===== src/hdl/cvu_pkg.sv =====
// Package: shared constants and types for the CORDIC vectoring unit.
`default_nettype none
package cvu_pkg;
   localparam int unsigned ITERATIONS_DEFAULT = 15;
   localparam int unsigned DATA_WIDTH_DEFAULT = 32;
   localparam int unsigned FIELD_WIDTH = 32;
   localparam int unsigned INDEX_WIDTH = 4;
   localparam int unsigned DIGIT_WIDTH = 1;

   localparam logic OP_TABLE_WRITE = 1'b0;
   localparam logic OP_COMPUTE     = 1'b1;

   typedef enum logic [1:0] {
      ST_IDLE,
      ST_ROTATE,
      ST_OUTPUT
   } state_type;

   // Controls from the sequencer to the datapath.
   typedef struct packed {
      logic load;
      logic bit_step;
      logic iter_done;
   } ctrl_type;
endpackage
`default_nettype wire


===== src/hdl/cvu_datapath.sv =====
// Bit-serial datapath: x, y and z adders and the arithmetic shift taps.
`default_nettype none
module cvu_datapath
   import cvu_pkg::*;
#(
   parameter int unsigned ITERATIONS = ITERATIONS_DEFAULT,
   parameter int unsigned DATA_WIDTH = DATA_WIDTH_DEFAULT,
   localparam int unsigned IW = $clog2(ITERATIONS + 1),
   localparam int unsigned BW = $clog2(DATA_WIDTH)
) (
   input  wire logic                  clock,
   input  wire ctrl_type              ctrl,
   input  wire logic [IW-1:0]         iter,
   input  wire logic [BW-1:0]         bit_idx,
   input  wire logic [DATA_WIDTH-1:0] x_load,
   input  wire logic [DATA_WIDTH-1:0] y_load,
   input  wire logic [DATA_WIDTH-1:0] angle,
   output logic [DATA_WIDTH-1:0]      x_q,
   output logic [DATA_WIDTH-1:0]      y_q,
   output logic [DATA_WIDTH-1:0]      z_q
);
   // Working words rotate LSB first; a snapshot keeps the word of the
   // previous iteration so shifted bits can be tapped.
   logic [DATA_WIDTH-1:0] x_ff, x_in, y_ff, y_in, z_ff, z_in;
   logic [DATA_WIDTH-1:0] xs_ff, xs_in, ys_ff, ys_in, a_ff, a_in;
   logic                  cx_ff, cx_in, cy_ff, cy_in, cz_ff, cz_in, dir_ff, dir_in;
   logic                  xb, yb, ab, sub_y;
   logic [BW+IW-1:0]      tap;
   logic [BW-1:0]         tap_idx;
   logic [1:0]            sx, sy, sz;

   always_comb begin
      tap = {{IW{1'b0}}, bit_idx} + (BW+IW)'(iter);
      tap_idx = (tap >= (BW+IW)'(DATA_WIDTH)) ? BW'(DATA_WIDTH - 1) : tap[BW-1:0];
      xb = xs_ff[tap_idx];
      yb = ys_ff[tap_idx];
      ab = a_ff[0];
      sub_y = dir_ff;
      // y -/+ (x>>i), x +/- (y>>i), z +/- angle
      sy = {1'b0, y_ff[0]} + {1'b0, xb ^ sub_y} + {1'b0, cy_ff};
      sx = {1'b0, x_ff[0]} + {1'b0, yb ^ ~sub_y} + {1'b0, cx_ff};
      sz = {1'b0, z_ff[0]} + {1'b0, ab ^ ~sub_y} + {1'b0, cz_ff};
      x_in = x_ff; y_in = y_ff; z_in = z_ff;
      xs_in = xs_ff; ys_in = ys_ff; a_in = a_ff;
      cx_in = cx_ff; cy_in = cy_ff; cz_in = cz_ff; dir_in = dir_ff;
      if (ctrl.load) begin
         x_in = x_load; y_in = y_load; z_in = '0;
         xs_in = x_load; ys_in = y_load; a_in = angle;
         dir_in = ~y_load[DATA_WIDTH-1];
         cy_in = ~y_load[DATA_WIDTH-1];
         cx_in = y_load[DATA_WIDTH-1];
         cz_in = y_load[DATA_WIDTH-1];
      end else if (ctrl.bit_step) begin
         x_in = {sx[0], x_ff[DATA_WIDTH-1:1]};
         y_in = {sy[0], y_ff[DATA_WIDTH-1:1]};
         z_in = {sz[0], z_ff[DATA_WIDTH-1:1]};
         a_in = {a_ff[0], a_ff[DATA_WIDTH-1:1]};
         cx_in = sx[1]; cy_in = sy[1]; cz_in = sz[1];
         if (ctrl.iter_done) begin
            xs_in = {sx[0], x_ff[DATA_WIDTH-1:1]};
            ys_in = {sy[0], y_ff[DATA_WIDTH-1:1]};
            a_in = angle;
            dir_in = ~sy[0];
            // dir true means y non-negative: subtract x>>i from y
            cy_in = ~sy[0]; cx_in = sy[0]; cz_in = sy[0];
         end
      end
   end

   always_ff @(posedge clock) begin
      x_ff <= x_in; y_ff <= y_in; z_ff <= z_in;
      xs_ff <= xs_in; ys_ff <= ys_in; a_ff <= a_in;
      cx_ff <= cx_in; cy_ff <= cy_in; cz_ff <= cz_in; dir_ff <= dir_in;
   end

   assign x_q = x_ff;
   assign y_q = y_ff;
   assign z_q = z_ff;
endmodule
`default_nettype wire


===== src/hdl/cordic_vectoring_unit.sv =====
// Top level: CORDIC vectoring unit with angle table and serial sequencer.
//
// Usage: items arrive on the req_ stream. operation 0 writes one angle
// table entry and gives no result; operation 1 starts a vectoring run
// on x_in/y_in. Each compute returns x, residual y and angle z on rsp_.
// The result is built one bit per cycle through the shared serial
// adders, and rsp_tvalid rises once the last bit of the last iteration
// has landed in the working registers.
// A compute holds the input from the accept cycle through the rotate
// iterations to the result transfer; a table write leaves the unit
// idle and ready for the next item. One item is in progress at a time;
// a new item is taken once the result has transferred.
// When the receiver stalls the result holds in rsp_tdata until taken.
// Reset clears the angle table to zero and drops rsp_tvalid.
// Writes to entries at or beyond ITERATIONS are ignored.
`default_nettype none
module cordic_vectoring_unit
   import cvu_pkg::*;
#(
   parameter int unsigned ITERATIONS = ITERATIONS_DEFAULT,
   parameter int unsigned DATA_WIDTH = DATA_WIDTH_DEFAULT
) (
   input  wire logic         clock,
   input  wire logic         reset,
   input  wire logic         req_tvalid,
   output logic              req_tready,
   // tdata: x_in[31:0], y_in[63:32], table_index[67:64], table_value[99:68], pad
   input  wire logic [103:0] req_tdata,
   // tuser: operation
   input  wire logic         req_tuser,
   output logic              rsp_tvalid,
   input  wire logic         rsp_tready,
   // tdata: x_out[31:0], y_out[63:32], z_out[95:64]
   output logic [95:0]       rsp_tdata
);
   localparam int unsigned IW = $clog2(ITERATIONS + 1);
   localparam int unsigned BW = $clog2(DATA_WIDTH);

   state_type state_ff, state_in;
   logic [DATA_WIDTH-1:0] table_ff [ITERATIONS];
   logic [IW-1:0] iter_ff, iter_in;
   logic [BW-1:0] bit_ff, bit_in;
   ctrl_type      ctrl;
   logic          accept, last_bit, last_iter;
   logic [DATA_WIDTH-1:0] x_load, y_load, wr_val, angle, x_q, y_q, z_q;
   logic [IW-1:0] angle_idx;
   logic [INDEX_WIDTH-1:0] wr_idx;

   function automatic logic [DATA_WIDTH-1:0] fit(input logic [FIELD_WIDTH-1:0] f);
      logic [DATA_WIDTH+FIELD_WIDTH-1:0] e;
      e = {{DATA_WIDTH{f[FIELD_WIDTH-1]}}, f};
      return e[DATA_WIDTH-1:0];
   endfunction

   function automatic logic [31:0] back(input logic [DATA_WIDTH-1:0] v);
      logic [DATA_WIDTH+31:0] e;
      e = {{32{v[DATA_WIDTH-1]}}, v};
      return e[31:0];
   endfunction

   assign accept = req_tvalid && req_tready;
   assign req_tready = (state_ff == ST_IDLE);
   assign x_load = fit(req_tdata[31:0]);
   assign y_load = fit(req_tdata[63:32]);
   assign wr_idx = req_tdata[67:64];
   assign wr_val = fit(req_tdata[99:68]);
   assign last_bit = (bit_ff == BW'(DATA_WIDTH - 1));
   assign last_iter = (iter_ff == IW'(ITERATIONS - 1));
   assign angle_idx = (state_ff == ST_IDLE) ? '0 : iter_ff + IW'(1);
   assign angle = (angle_idx < IW'(ITERATIONS)) ? table_ff[angle_idx] : '0;

   always_comb begin
      state_in = state_ff;
      case (state_ff)
         ST_IDLE:   if (accept && req_tuser == OP_COMPUTE) state_in = ST_ROTATE;
         ST_ROTATE: if (last_bit && last_iter) state_in = ST_OUTPUT;
         ST_OUTPUT: if (rsp_tready) state_in = ST_IDLE;
         default:   state_in = ST_IDLE;
      endcase
   end

   always_comb begin
      ctrl.load = accept && req_tuser == OP_COMPUTE;
      ctrl.bit_step = (state_ff == ST_ROTATE);
      ctrl.iter_done = (state_ff == ST_ROTATE) && last_bit;
      bit_in = bit_ff; iter_in = iter_ff;
      if (ctrl.load) begin
         bit_in = '0; iter_in = '0;
      end else if (ctrl.bit_step) begin
         bit_in = last_bit ? '0 : bit_ff + BW'(1);
         if (last_bit) iter_in = iter_ff + IW'(1);
      end
   end

   always_ff @(posedge clock) begin
      if (reset) begin
         state_ff <= ST_IDLE;
         for (int i = 0; i < ITERATIONS; i++) table_ff[i] <= '0;
      end else begin
         state_ff <= state_in;
         if (accept && req_tuser == OP_TABLE_WRITE && 32'(wr_idx) < ITERATIONS)
            table_ff[IW'(wr_idx)] <= wr_val;
      end
   end

   always_ff @(posedge clock) begin
      bit_ff <= bit_in;
      iter_ff <= iter_in;
   end

   // The final bit lands on the edge into ST_OUTPUT and the datapath then
   // holds, so the result is read straight from the working registers.
   assign rsp_tdata = {back(z_q), back(y_q), back(x_q)};
   assign rsp_tvalid = (state_ff == ST_OUTPUT);

   cvu_datapath #(.ITERATIONS(ITERATIONS), .DATA_WIDTH(DATA_WIDTH)) u_dp (
      .clock(clock), .ctrl(ctrl), .iter(iter_ff), .bit_idx(bit_ff),
      .x_load(x_load), .y_load(y_load), .angle(angle),
      .x_q(x_q), .y_q(y_q), .z_q(z_q)
   );

   a_no_accept_busy: assert property (@(posedge clock) disable iff (reset)
      (state_ff == ST_ROTATE) |-> !req_tready) else $error("ready while busy");
   a_counters: assert property (@(posedge clock) disable iff (reset)
      ctrl.load |=> (bit_ff == '0 && iter_ff == '0)) else $error("counters");
   a_rsp_hold: assert property (@(posedge clock) disable iff (reset)
      (rsp_tvalid && !rsp_tready) |=> rsp_tvalid && $stable(rsp_tdata))
      else $error("result dropped");
endmodule
`default_nettype wire


===== config.mk =====
export PLATFORM = sky130hd
export DESIGN_NAME = cordic_vectoring_unit
export DESIGN_NICKNAME = d
export VERILOG_FILES = /design/src/hdl/cvu_pkg.sv /design/src/hdl/cvu_datapath.sv /design/src/hdl/cordic_vectoring_unit.sv
export SDC_FILE = /design/constraint.sdc
export NUM_CORES = 1
export LEC_CHECK = 0
export ABC_AREA = 1
export BUFFER_PORTS_ARGS = -buffer_cell sky130_fd_sc_hd__buf_2
export CAP_MARGIN = 20
export CORE_MARGIN = 2
export CORE_UTILIZATION = 60
export DETAILED_ROUTE_END_ITERATION = 7
export GPL_TIMING_DRIVEN = 1
export MAX_ROUTING_LAYER = met4
export PLACE_DENSITY_LB_ADDON = 0.25
export SYNTH_ARGS = -nofsm -noshare
export SYNTH_HDL_FRONTEND = slang
export SYNTH_HIERARCHICAL = 1
export SYNTH_SLANG_ARGS = --single-unit
export TNS_END_PERCENT = 5

===== constraint.sdc =====
create_clock -name clock -period 9.7 [get_ports clock]
set_clock_uncertainty 0.2 [all_clocks]
set_input_delay 0.97 -clock clock [delete_from_list [all_inputs] [get_ports clock]]
set_output_delay 0.97 -clock clock [all_outputs]
set_load 0.02 [all_outputs]

==> impl_metrics.yaml <==
sta:
  finalMaxSlewViolations: 0
  finalHoldViolCount: 0
  grt_setup_unrepaired: "no"
  fin_hold_ws_ps: 299.8
  fin_crit_sh: 0.6448
  finalSetupViolCount: 0
  finalSetupTns_ps: 0
  slew_headroom: 0.2572
  tightest_slew_ps: 1114
  fmax_ghz: 0.1599
  finalCriticalPeriod_ps: 6255
cts:
  postCtsHoldBufs: 0
  clock_path_buffers: 3
  htreeDepth: 3
  post_cts_buffers: 0
  insertion_delay_ps: 600
  cts.repair.resized: 0
  cts_tree: "yes"
  clk_pin_slew_ps: 60
  cts_num_sinks: 687
  numCtsBuffers: 71
  root_buffer: "clkbuf_16"
critical_path:
  critPathBufInv: 6
  cpPeakStageDelay_ps: 860
  crit_path_end_kind: "flip-flop"
  crit_path_frequent_cell: "buf_4"
  crit_chain: "buf_4 > inv_4 > ha_1 > inv_1 > nand2_8 > buf_4 > buf_4 > nand3_1 > nand2_1 > nand3_1 > nand2_1 > inv_1 > mux2_2"
  cp_top_family: "buffers and inverters"
  arrival_ps: 6420
  crit_slowest_cell: "buf_4"
  crit_required_ps: 9860
  crit_fanout: 81
  critPathKind: "reg -> reg"
  startpoint_type: "flip-flop"
logic_synthesis:
  synth_warnings: 6
  synth_area_sq_um: 31590
  synth_top_area_frac: 0.6121
  yosysMostFrequentCell: "nor2_1"
  ys_seq_elements: 687
  yosys.area.top_type: "edfxtp_1"
  synth_commonest_cells: "nor2_1 (755), nand2_1 (741), edfxtp_1 (644)"
  synthesis.nets: 3408
  ys_top_cells_by_area: "edfxtp_1 (61%), nor2_1 (9.0%), nand2_1 (8.8%)"
  synth.distinct_cells: 34
  synthFlopType: "edfxtp_1"
  synth_seq_area_share: 0.6394
  async_reset_ff_frac: 0
  syn_area_per_cell_sq_um: 9.611
  syn_inst: 3287
  synth_edf_count: 644
detailed_routing:
  num_vias: 24290
  post_drt_via_cell_ratio: 5.895
  drc: 0
  wirelength_um: 88030
  drt-pass1-iter-count: 6
  wl_per_cell_um: 21.37
  initialDrtViolationCount: 3313
  postRouteAntennaNets: 0
floorplan:
  design.core.area_sq_um: 52340
  fp.dieW_um: 233.5
  die_area_sq_um: 54510
  initial_core_util: 0.6036
  ios: 207
  rows: 84
  die_h_um: 233.5
worst_hold_path:
  hold_path_class: "reg -> reg"
grt:
  gr-usage-all-layers: 0.3308
  antenna_found_initial: 2
  grt_pass1_wl_um: 130200
  grt_pass1_vias: 22770
  grt_overflow: 0
  grt_max_degree: 153
place:
  portBuffers: 202
  hpwl_um: 46210
  gp_congestion: 0.8701
  placed_area_sq_um: 32690
power_and_ir_drop:
  max-vdd-ir-drop_mv: 0.1599
  p_per_area_nw_per_um2: 201.7
  power.leakage_uw: 0.01545
finish:
  area.growth.synth_to_final_pct: 11.04
  drive_gt1_frac: 0.1243
  final_nets: 3496
  fin_area_sq_um: 35080
run_status:
  outcome: "complete, no violations"
flow_run:
  max_cap_violations: 0
## worst min-delay path, stage by stage (launching register included)
cell and delay, ps:
dfxtp_1 320, nor2_1 100, nor2_1 50
## sequential cells by signal (all words and copies together), names as in the netlist
signal,count
iter_ff,4
u_dp/y_q,32
u_dp/z_q,32
u_dp/ys_ff,32
u_dp/cy_ff,1
state_ff,2
table_ff,480
u_dp/xs_ff,32
u_dp/cz_ff,1
u_dp/cx_ff,1
bit_ff,5
u_dp/x_q,32
u_dp/a_ff,32
u_dp/dir_ff,1
## cells in the final DEF (no fill, tap or decap), types with 5 or more instances in the layout
cell type,synthesis,layout
nor2_1,755,754
nand2_1,741,725
edfxtp_1,644,644
nand3_1,473,472
inv_1,246,243
buf_2,82,202
clkbuf_16,0,74
dfxtp_1,43,42
o21ai_0,41,41
mux2_2,33,33
buf_4,3,29
nand4_1,18,18
nand2_2,2,16
clkbuf_1,104,16
clkinv_2,0,16
a21oi_1,16,15
nand2_4,10,11
clkinv_1,2,10
inv_2,6,9
ha_1,8,8
xor2_1,6,6
bufinv_16,0,6
buf_12,0,5
## where the power goes
part	total, uW	switching [uW]	leakage, uW	internal (uW)
combinational	857	615	0.00747	242
clock	2700	1130	0.00111	1570
sequential	3510	73.1	0.00687	3440
## cell type report
class,instances,area [sq um]
antenna,4,10.01
clock buffer,92,1939
clock inverter,34,320.3
fill,3970,17260
inverter,254,955.9
multi-input combinational,2122,9380
sequential,687,20200
tap,688,860.8
timing repair buffer,239,1411
## per-stage QoR
stage	power (uW)	util	setup slack [ps]	instances
floorplan	4126	-	3970	3287
global placement	4376	0.6238	3647	3983
detailed placement	4407	0.6245	3629	3985
CTS	7056	0.6677	3559	4111
global route	7273	0.6701	3212	4117
finish	7075	0.6703	3445	4120
## per-layer routing
| metal | vias up | global-route usage | wire [um] |
|---|---|---|---|
| met5 | - | - | 0 |
| met4 | 0 | 0.1652 | 4171 |
| met1 | 11460 | 0.3954 | 31530 |
| met2 | 1587 | 0.5479 | 42850 |
| met3 | 315 | 0.05298 | 9469 |
| li1 | 10930 | - | - |
## cell families (layout without fill, tap and decap cells)
group / after synthesis / after routing / share of synthesized area
and+or+nand+nor: 2008 / 2008 / 0.2634
DFF: 687 / 687 / 0.6394
buffers and inverters: 478 / 619 / 0.06681
AOI/OAI and AO/OA: 62 / 62 / 0.01105
muxes: 33 / 33 / 0.01176
adders and majority gates: 12 / 12 / 0.005703
xor gates and xnor gates: 7 / 7 / 0.001941
other: 0 / 4 / 0
## path summary, 6_finish.rpt
kind                            slack, ps  cells past startpoint                      from                  endpoint
worst min-delay path                  300                      2  u_dp/z_q[4]$_SDFFE_PP0P_  u_dp/z_q[3]$_SDFFE_PP0P_
worst max register to register       3450                     13   iter_ff[0]$_SDFFE_PP0P_    u_dp/a_ff[5]$_DFFE_PP_
worst min register to register        300                      2  u_dp/z_q[4]$_SDFFE_PP0P_  u_dp/z_q[3]$_SDFFE_PP0P_
worst max-delay path                 3450                     13   iter_ff[0]$_SDFFE_PP0P_    u_dp/a_ff[5]$_DFFE_PP_
(Power assumes the default switching activity.)
